## config.mk

```make
export PLATFORM = sky130hd
export DESIGN_NAME = gnfs_rcb_fifo
export DESIGN_NICKNAME = d
export VERILOG_FILES = /design/src/rtl/gnfs_rcb_pkg.sv /design/src/rtl/gnfs_rcb_fifo.sv
export SDC_FILE = /design/constraint.sdc
export NUM_CORES = 1
export LEC_CHECK = 0
export ABC_AREA = 1
export BUFFER_PORTS_ARGS = -buffer_cell sky130_fd_sc_hd__buf_2
export CORE_UTILIZATION = 59
export CTS_BUF_LIST = sky130_fd_sc_hd__clkbuf_8
export DETAILED_ROUTE_END_ITERATION = 8
export PLACE_DENSITY = 0.91
export SLEW_MARGIN = 0
export SYNTH_ARGS = -nofsm -noshare
export SYNTH_HDL_FRONTEND = slang
export SYNTH_SLANG_ARGS = --single-unit
export TNS_END_PERCENT = 20
```

## constraint.sdc

```tcl
create_clock -name clk -period 21.8 [get_ports clk]
set_input_delay 1.09 -clock clk [delete_from_list [all_inputs] [get_ports clk]]
set_output_delay 1.09 -clock clk [all_outputs]
set_load 0.005 [all_outputs]
```

## src/rtl/gnfs_rcb_pkg.sv

```systemverilog
// shared types, codes and defaults for the relation column builder
// no dependencies
package gnfs_rcb_pkg;

    localparam int CHAR_DEPTH_DEFAULT = 32;
    localparam int BASE_LIMIT_DEFAULT = 1048576;
    localparam int QUEUE_DEPTH        = 2;

    localparam logic [1:0] KIND_LOAD   = 2'd0;
    localparam logic [1:0] KIND_START  = 2'd1;
    localparam logic [1:0] KIND_FACTOR = 2'd2;
    localparam logic [1:0] KIND_END    = 2'd3;

    localparam logic [1:0] CFG_NOT_MONIC = 2'd0;
    localparam logic [1:0] CFG_RAT_SIZE  = 2'd1;
    localparam logic [1:0] CFG_ALG_SIZE  = 2'd2;
    localparam logic [1:0] CFG_CHAR_CNT  = 2'd3;

    typedef enum logic [1:0] {
        OP_LOAD,
        OP_START,
        OP_FACTOR,
        OP_END
    } op_t;

    typedef struct packed {
        logic        not_monic;
        logic [20:0] rat_size;
        logic [20:0] alg_size;
        logic [5:0]  char_count;
    } cfg_t;

    typedef struct packed {
        op_t         op;
        logic [4:0]  slot;
        logic [31:0] q;
        logic [31:0] s;
        logic        neg_sign;
        logic [47:0] a;
        logic [31:0] b;
        logic [31:0] p;
        logic [21:0] row;
        logic        emit;
    } cmd_t;

    typedef struct packed {
        logic        start;
        logic [6:0]  steps;
        logic [63:0] dividend;
        logic [31:0] divisor;
    } mod_req_t;

    typedef struct packed {
        logic        done;
        logic [31:0] rem;
    } mod_rsp_t;

endpackage

```

## src/rtl/gnfs_rcb_fifo.sv

```systemverilog
// small command queue between front and back
// depends on gnfs_rcb_pkg
module gnfs_rcb_fifo #(
    parameter int DEPTH = gnfs_rcb_pkg::QUEUE_DEPTH
) (
    input  logic               clk,
    input  logic               rst_n,
    input  logic               push,
    input  gnfs_rcb_pkg::cmd_t push_data,
    output logic               full,
    input  logic               pop,
    output logic               head_valid,
    output gnfs_rcb_pkg::cmd_t head
);

    localparam int QW = (DEPTH > 1) ? $clog2(DEPTH) : 1;
    localparam int CW = $clog2(DEPTH + 1);

    gnfs_rcb_pkg::cmd_t mem_reg [DEPTH];
    logic [QW-1:0] wptr_reg, rptr_reg;
    logic [CW-1:0] count_reg;

    assign full       = (count_reg == CW'(DEPTH));
    assign head_valid = (count_reg != '0);
    assign head       = mem_reg[rptr_reg];

    always_ff @(posedge clk or negedge rst_n)
    begin
        if (!rst_n)
        begin
            wptr_reg  <= '0;
            rptr_reg  <= '0;
            count_reg <= '0;
        end
        else
        begin
            if (push)
            begin
                mem_reg[wptr_reg] <= push_data;
                wptr_reg <= (wptr_reg == QW'(DEPTH - 1)) ? '0 : wptr_reg + 1'b1;
            end
            if (pop)
            begin
                rptr_reg <= (rptr_reg == QW'(DEPTH - 1)) ? '0 : rptr_reg + 1'b1;
            end
            count_reg <= count_reg + CW'(push) - CW'(pop);
        end
    end

endmodule

```

# ---- Word-level counts from Yosys, hierarchy flattened
# Memories as Yosys holds them, arrays and structs flattened.
# Cells that the tools add are included.
dict set report word_totals {
  memories 1
  word_cells 15
  out_inout_bits 209
  ramBits 414
  mem_bits_ro 0
  in_bits 211
  ff_bits 4
  latch_bits 0
}
dict set report op_classes {
  n_shift 0
  eq_ne 1
  order_cmp 0
  div_mod_pow 0
  bitwise 0
  n_reduce_logical 2
  mul 0
  addsub 4
  n_mux 4
}
# name words width read_ports rd_ports_with_merged_regs write_ports line
set mem_list {}
lappend mem_list {mem_reg 2 207 1 0 1 gnfs_rcb_fifo.sv:19} ;# gnfs_rcb_pkg::cmd_t mem_reg [DEPTH];
# op n
set ops {}
lappend ops {{$mux W1} 4}
lappend ops {{$add A1 B1 Y1 const B} 2}
lappend ops {{$add A2 B1 Y2} 1}
lappend ops {{$eq A2 B2 Y1 const B} 1}
lappend ops {{$reduce_bool A2 Y1} 1}
lappend ops {{$sub A2 B1 Y2} 1}
lappend ops {{$logic_and A1 B1 Y1} 1}

# ---- Depth between registers and ports, before layout
# Gate-level depths: netlist of the first run.
dict set report logic_depth {
  depth_word 3
  ltp_mapped 7
  ltp_nobuf 7
}

# ---- Least setup slack after synthesis of the first run
# Ideal clock, no wire load.
dict set report synth_timing {
  path_type {input to register}
  start {input port push}
  end {memory mem_reg[0][0] (netlist name) (enable)}
  setup_time_ns 0.780
  arrival_time_ns 9.781
  slack_ns 11.238
  required_time_ns 21.020
  path_stages 2
  n_path_buf 0
  path_cell_list {nand2_1 nor2_1}
}
dict set report synth_between {
  elab_chain_cells 3
}
# element line
set synth_lines {}
lappend synth_lines {{start, declared} gnfs_rcb_fifo.sv:8} ;# input logic push,
lappend synth_lines {{$mux W1} gnfs_rcb_fifo.sv:37} ;# if (push)
lappend synth_lines {{$logic_and A1 B1 Y1 (not written as such)} gnfs_rcb_fifo.sv:39} ;# mem_reg[wptr_reg] <= push_data;
lappend synth_lines {{$mux W1 (not written as such)} gnfs_rcb_fifo.sv:39}
lappend synth_lines {{end, declared} gnfs_rcb_fifo.sv:19}
# No other way between the ends.

==> flow_results.org, run 1 <==
** CTS
- Counting every sink on the clock net gives around 420.
- TritonCTS created just over 60 clock buffers.
- CTS built an H-tree with a depth of 2.
- Quantity of gates resized following cts :: 0
- In this run the post-CTS setup repair buffer count came out at 0.
- Clock Tree Buf Depth :: 3
- TritonCTS built the clock tree.
- Clock root buffer :: sky130_fd_sc_hd__clkbuf_8
- Clock-pin slew was measured on the worst setup and hold paths at 0.07 ns.
- Number of buffers inserted for hold repair after clock tree synthesis :: 0
- At the later pin of the worst-skew pair, clock insertion delay measures a little under 0.6 ns.

** Worst setup path
- The number of cells on the worst reg-to-reg path is 4.
- The worst register-to-register path begins at wptr_reg.
- Walking the worst path, the cells encountered are buf_12 > nand2_1 > o21ai_2 > buf_2.
- The worst setup path is launched from a flop.
- CP Capture Type :: output pin
- The critical path is of the reg -> out type.
- CP max stage cell :: sky130_fd_sc_hd__dfrtp_4
- The most critical setup path has its startpoint at rptr_reg.
- Critical path required time :: 20.71 ns
- The worst register-to-register path has a setup slack of ~19 ns.
- The endpoint identified for the worst register-to-register timing path is mem_reg[1][129].
- Of all nets on the critical path, the largest fanout is 207.
- Crit path DAT :: 3.19 ns
- For this run, the slowest stage of the critical path takes 1.11 ns.

** Synthesis
- Fraction of registers with async set or reset after synthesis :: less than 1%
- A synthesized cell averages 14.5 um2.
- Ys Warns :: 0
- Of the synthesized area, sequential elements account for 78.0%.
- Synth Net Count :: roughly 1300
- Synth cell count leaders :: 414 x sky130_fd_sc_hd__edfxtp_1, 214 x sky130_fd_sc_hd__nand2_1, 213 x sky130_fd_sc_hd__inv_1
- Yosys attributes the largest share of cell area to sky130_fd_sc_hd__edfxtp_1 77%, sky130_fd_sc_hd__o21ai_2 6.0%, sky130_fd_sc_hd__nand2_1 5.0%, sky130_fd_sc_hd__inv_1 5.0%, sky130_fd_sc_hd__o21ai_0 2.0%.
- Area share of the leading cell type in the synthesized netlist :: 77.4%
- Flip-flop and latch count after synthesis :: between 400 and 500
- Netlist area before placement :: 16100 um2
- Number of distinct standard cells referenced by the synthesized netlist :: 14
- Of all cell types, the one taking the most synthesized area is sky130_fd_sc_hd__edfxtp_1.
- After technology mapping, the gate count stands at 1106.
- Cell with the most instances after synthesis :: sky130_fd_sc_hd__edfxtp_1
- Among all flip-flop cells after synthesis, the most frequent one is sky130_fd_sc_hd__edfxtp_1.
- Number of enable-type register cells in the synthesized netlist :: 414

** Power
- Leakage power figure :: approximately 8.3 nW
- Ratio of total power to cell area :: about 110 nW/um2
- Largest voltage drop on the vdd net :: ~0.00011 V

** Placement
- During placement, the flow inserted port buffers numbering 419.
- Counting tap cells, the placed design contains a total of about 1800 instances.
- Last weighted congestion value of the routability-driven placer :: ~0.83
- Once detailed placement completed, the half-perimeter wirelength came to around 24000 um.

** Die
- Core box area :: roughly 27000 um2
- Initial Utilization :: around 60%
- Row generation in the floorplan step produced 60 rows.
- In this run the count of I/O pins placed on the die edge is 420.
- Die outline area :: 27900 um2
- Horizontal extent of the die :: between 150 and 200 um
- Die H :: ~170 um

** Cells and area
- Sequential cell area :: roughly 13000 um2
- Multi-input logic area :: about 2300 um2
- Filler Cells Inserted :: 1619
- Layout overhead on the synthesized area :: 20.4%
- In the final layout, the share of cells above drive strength 1 is about two fifths.
- Number of flip-flops under the largest register name :: between 400 and 500
- Count of placed standard cells in the final layout, fillers left out :: roughly 1900
- Post-layout nets :: about 1800

** Global route
- The initial antenna violation count came to 7.
- Total Routing Usage GR :: 25.1%
- Global-route wire length before repair :: 53000 um
- Summed over all layers, the global routing overflow is 0.
- The number of global-route vias before repair is ~10000.
- Entering global routing, the biggest net connects around 210 pins.

** Flow run
- Max Cap Violations :: 0

** Timing
- Derived from the worst setup path, the maximum achievable clock frequency is 234 MHz.
- Between clock sinks in the finished design, the worst skew comes to 0.0314 ns.
- Slew at the pin closest to its max-slew limit :: 1.16 ns
- Period utilization :: 19.6%
- Max Transition Viols Final :: 0
- Number of endpoints with negative hold slack in the final report :: 0
- Setup repair after global routing left no endpoint under its margin.
- Headroom to the max-slew limit came out at between 20 and 25%.
- Setup violations remaining at the end of the flow were counted as 0.
- Sum of negative setup slack :: 0 ns
- The clock period could shrink to approximately 4.3 ns.

** Detailed routing
- The first detailed-routing pass took 5 iterations.
- Initial drt markers :: ~800
- The count of nets left with antenna violations once routing finished came out at 0.
- Via count normalized by instance count :: slightly above 5
- In the final routed layout, each cell accounts on average for 18.3 um.
- Final wirelength :: 35600 um
- After detailed routing, the number of remaining DRC violations is 0.
- For this block, the via count after detailed routing is approximately 9900.

** Worst hold path
- Hold WC Path Type :: in -> async

** Run status
- Status :: finished, final reports clean
-- where the power goes --
group / internal (mW) / total [mW] / switching, mW
logic: 0.234 / 0.608 / 0.374
clock network: 0.277 / 0.553 / 0.276
registers: 0.986 / 1.04 / 0.0509
-- worst max-delay path, delay by kind of cell (launching register included) --
kind            cells  cell delay [ns]
simple gates        1             0.18
buf+inv             2             0.80
flops               1             1.11
compound gates      1             0.13
-- cell usage in the layout (no fill, tap or decap), types with 2 or more instances in the layout --
cell	n
sky130_fd_sc_hd__edfxtp_1	414
sky130_fd_sc_hd__buf_2	419
sky130_fd_sc_hd__ha_1	2
sky130_fd_sc_hd__nor2_4	2
sky130_fd_sc_hd__inv_1	232
sky130_fd_sc_hd__nand2_1	214
sky130_fd_sc_hd__xor2_1	2
sky130_fd_sc_hd__o21ai_0	64
sky130_fd_sc_hd__clkinv_1	17
sky130_fd_sc_hd__o21ai_1	33
sky130_fd_sc_hd__diode_2	5
sky130_fd_sc_hd__clkbuf_8	63
sky130_fd_sc_hd__o21ai_2	110
sky130_fd_sc_hd__dfrtp_1	3
sky130_fd_sc_hd__buf_4	7
sky130_fd_sc_hd__clkinv_2	5
-- area by class of cell --
cell class | count | area share [%]
Antenna cell | 5 | 0.0647
Clock buffer | 63 | 4.48
Clock inverter | 43 | 1.02
Inverter | 213 | 4.14
Multi-Input combinational cell | 429 | 12.0
Sequential cell | 418 | 64.8
Tap cell | 341 | 2.21
Timing Repair Buffer | 427 | 11.2
-- how the worst max path moves through the flow --
stage                       to  slack (ns)  cells past startpoint
4_1_cts               head[51]       17.49                      3
5_1_grt               head[51]       17.29                      3
3_3_place_gp   mem_reg[1][122]       18.27                      5
3_5_place_dp         head[118]       18.18                      4
6_report              head[90]       17.52                      4
2_1_floorplan    mem_reg[0][0]       11.24                      2
-- kinds of logic after synthesis --
family / count (synthesis) / share of synthesized area (%)
xor+xnor: 2 / 0.109
fa+ha+maj: 2 / 0.156
simple gates: 218 / 5.10
buf+inv: 259 / 7.57
flops: 418 / 78.0
compound gates: 207 / 9.02
-- stage by stage --
| stage | setup slack (ns) | cell area (um2) | utilization [%] | hold slack, ns | total power, mW |
|---|---|---|---|---|---|
| after floorplan | 11.24 | 16100 | - | 0.463 | 1.46 |
| after global placement | 18.27 | 18300 | 68.1 | 0.528 | 1.62 |
| after detailed placement | 18.18 | 18300 | 68.1 | 0.562 | 1.66 |
| after CTS | 17.49 | 19300 | 72.1 | 0.262 | 2.21 |
| after global routing | 17.29 | 19300 | 72.1 | 0.262 | 2.30 |
| final | 17.52 | 19300 | 72.1 | 0.297 | 2.20 |
-- metal layers --
layer  up-vias  wire length, um  track usage, %
li1       4673                -               -
met1      4602            12300            28.3
met2       538            18300            43.7
met3       102             3750            8.65
met4         6             1150            9.98
met5         -               31               0
Power figures use the tool's default switching activity.
==> run 2: changes to the inputs <==
--- a/config.mk
+++ b/config.mk
@@ -7,10 +7,10 @@
 export LEC_CHECK = 0
 export ABC_AREA = 1
 export BUFFER_PORTS_ARGS = -buffer_cell sky130_fd_sc_hd__buf_2
-export CORE_UTILIZATION = 59
+export CORE_UTILIZATION = 49
 export CTS_BUF_LIST = sky130_fd_sc_hd__clkbuf_8
 export DETAILED_ROUTE_END_ITERATION = 8
-export PLACE_DENSITY = 0.91
+export PLACE_DENSITY = 0.81
 export SLEW_MARGIN = 0
 export SYNTH_ARGS = -nofsm -noshare
 export SYNTH_HDL_FRONTEND = slang
==> constraint.sdc (replaced) <==
create_clock -name clk -period 3.85 [get_ports clk]
set_input_delay 0.1925 -clock clk [delete_from_list [all_inputs] [get_ports clk]]
set_output_delay 0.1925 -clock clk [all_outputs]
set_load 0.005 [all_outputs]
==> run 2 against run 1 <==
Compared with the run above:
- total power rose to 6.0 times the previous value
- flip-flop and latch count unchanged
- routed wire length up 21%
- critical path depth unchanged
- sequential power rose to 5.6 times the previous value
- first-iteration DRC count down 15%
- final area up 13%
- critical endpoint is now head[23]
==> flow_results.org, run 2 (same netlist as run 1, synthesis figures left out) <==
** Timing
- Relative slew margins :: 37.1% (+14 points)
- The final setup violation count came to 0 (unchanged).
- RSZ-0062 raised after global routing :: no
- The number of hold violations in the final report was 0 (unchanged).
- Post-layout min period :: roughly 2.7 ns
- The clock skew after layout was 0.0165 ns (-0.0150 ns).
- Max Freq :: approximately 360 MHz
- The transition time at the pin with the least slew margin was 0.942 ns (-0.218 ns).
- Max Transition Viols Final :: 0 (unchanged)
- Of the available clock period, the critical path in the final layout requires around 71%.

** Die
- The floorplan die area came to 33500 um2 (+20%).
- The number of top-level design ports was 420 (unchanged).
- The total number of placement rows was 65 (+8.3%).
- The starting utilization of the core area came to 50.4% (-9.5 points).
- Die H :: 183 um (+9.6%)
- The core area is 31900 um2 (+19%).
- The die span in x was 183 um (+9.6%).

** Cells and area
- Leaving out fill and tap cells, the most frequent cell in the layout is sky130_fd_sc_hd__buf_2.
- The top cell types in the final layout, fill and taps aside, are 419 x sky130_fd_sc_hd__buf_2, 414 x sky130_fd_sc_hd__edfxtp_1, 243 x sky130_fd_sc_hd__inv_1.
- Layout overhead on the synthesized area :: 36.3%
- Post-layout nets :: 1997 (+13%)
- Number of flip-flops under the largest register name :: 414 (unchanged)
- Fraction of layout cells with a size suffix above 1 :: 34.8% (-3.5 points)
- Count of placed standard cells in the final layout, fillers left out :: 2266 (+17%)

** CTS
- Clock-pin slew reported for the worst setup and hold paths after clock tree synthesis :: 0.07 ns (about the same)
- Clock insertion delay at the later pin of the skew report :: 0.56 ns (-0.03 ns)
- The buffer count from post-CTS setup fixing was 0 (unchanged).
- Clock root buffer :: sky130_fd_sc_hd__clkbuf_8
- TritonCTS built the clock tree.
- The count of H-tree levels built during CTS is 3 (+1).
- Number of clock sinks :: 418 (unchanged)
- CTS buffer count :: 68 (+11%)
- The maximum clock insertion buffer count was 3 (unchanged).

** Global route
- Maximum number of pins on one net before global-route repair :: 99 (-52%)
- The number of global-route vias before repair was 12000 (+21%).
- Remaining global-route overflow :: 0 (unchanged)
- Total Routing Usage GR :: 25.4% (+0.32 points)
- Initial antenna violation count :: 1 (-6)
- Global-route wire length before repair :: 64100 um (+21%)

** Detailed routing
- Final wirelength :: 42900 um (+21%)
- The ratio of routed vias to standard cells came to 5.01 (-2.1%).
- The total DRC errors in the routed layout came to 0 (unchanged).
- The iteration count of the initial detailed-routing pass is 5 (unchanged).
- The number of nets with antenna violations after routing was 0 (unchanged).
- The detailed router's first-iteration violation count came to 683 (-15%).
- Drt wl/cell :: 18.9 um (+3.3%)
- The total number of vias is 11400 (+14%).

** Worst setup path
- Traced cell by cell, the critical path runs through buf_4 > nand2_1 > o21ai_0 > buf_2.
- Startpoint kind of the worst setup timing path :: flop
- The reg-to-reg setup timing slack came to 1.76 ns (-17.29 ns).
- Grouping stages by cell kind, the critical path spends the most delay in flip-flops.
- The maximum single-stage delay on the critical path came to 0.98 ns (-0.13 ns).
- Crit path DAT :: 2.55 ns (-0.64 ns)
- The worst setup path is captured at an output pin.
- Largest fanout of any net on the critical path :: 70 (-66%)
- Count of buffering cells on the critical path with inverters included :: 2 (unchanged)
- The critical path is of the reg -> out type.
- CP max stage cell :: sky130_fd_sc_hd__dfrtp_4
- The data required time at the worst endpoint came to 3.66 ns (-17.05 ns).

** Placement
- Post-detailed-placement half-perimeter wirelength :: 24000 um (+1.1%)
- PortBufs :: 419 (unchanged)
- The total placed cells including tap cells is 1938 (+6.0%).
- Last weighted congestion value of the routability-driven placer :: 0.793 (-4.6%)

** Flow run
- Max Cap Violations :: 0 (unchanged)

** Power
- The power density relative to cell area came to 606 nW/um2 (+430%).
- Total design power :: 13.3 mW (+500%)
- Largest voltage drop on the vdd net :: 0.000626 V (+480%)
- Leakage power figure :: 9.36 nW (+13%)

** Run status
- Status :: finished, final reports clean

** Worst hold path
- Hold WC Path Type :: in -> reg
## run 2: cell types whose count changed in the layout (fill, tap and decap cells not counted)
| cell | delta |
|---|---|
| sky130_fd_sc_hd__clkinv_2 | -1 |
| sky130_fd_sc_hd__inv_1 | +11 |
| sky130_fd_sc_hd__dlygate4sd3_1 | +211 |
| sky130_fd_sc_hd__clkinvlp_4 | +1 |
| sky130_fd_sc_hd__diode_2 | -3 |
| sky130_fd_sc_hd__clkinv_1 | -12 |
| sky130_fd_sc_hd__buf_12 | +7 |
| sky130_fd_sc_hd__inv_2 | +1 |
| sky130_fd_sc_hd__buf_4 | +9 |
| sky130_fd_sc_hd__clkbuf_8 | +9 |
## run 2: metrics by stage
stage	hold WS (ns)	cell area, um2	setup slack, ns	util [%]	setup TNS, ns
floorplan	-0.103	16100	-0.0846	-	-31.45
global placement	0.00574	18600	1.80	58.3	0
detailed placement	0.0139	18600	1.76	58.3	0
CTS	0.305	21900	1.16	68.6	0
global route	0.330	21900	0.971	68.7	0
finish	0.358	21900	1.10	68.7	0
## run 2: area by class of cell
type / count / area [um2]
Fill cell: 1981 / 9990
Clock buffer: 72 / 991
Sequential cell: 418 / 12500
Tap cell: 435 / 544
Clock inverter: 43 / 200
Multi-Input combinational cell: 429 / 2330
Antenna cell: 2 / 5.00
Inverter: 213 / 800
Timing Repair Buffer: 654 / 4490
## run 2: worst register-to-register path, stage by stage, from the launching register on
cell and delay (ns):
sky130_fd_sc_hd__dfrtp_1 0.46, sky130_fd_sc_hd__inv_2 0.09, sky130_fd_sc_hd__nor2_4 0.72, sky130_fd_sc_hd__buf_4 0.48
## run 2: worst paths after layout
check | cells past startpoint | to | startpoint
worst max register to register | 3 | mem_reg[1][147] | wptr_reg
min in group asynchronous | 3 | count_reg[0] | rst_n
worst min-delay path | 2 | mem_reg[1][101] | push_data[101]
worst min register to register | 3 | count_reg[1] | count_reg[1]
max in group asynchronous | 3 | rptr_reg | rst_n
worst max-delay path | 4 | head[23] | rptr_reg
## run 2: per-layer routing
| layer | global-route usage [%] | vias up | part of all wire (%) |
|---|---|---|---|
| met5 | 0 | - | 0 |
| met3 | 8.28 | 115 | 11 |
| li1 | - | 5136 | - |
| met4 | 11.5 | 0 | 3.6 |
| met2 | 45.1 | 736 | 52 |
| met1 | 27.6 | 5364 | 34 |
## run 2: power breakdown
group	switching, mW	internal (mW)
sequential	0.269	5.57
clock	1.69	1.78
combinational	2.39	1.56
total	4.34	8.91
## run 2: repair_timing
action	CTS	global route
hold buffers	211	0
resized for setup	0	0
endpoints found under the hold margin	421	0
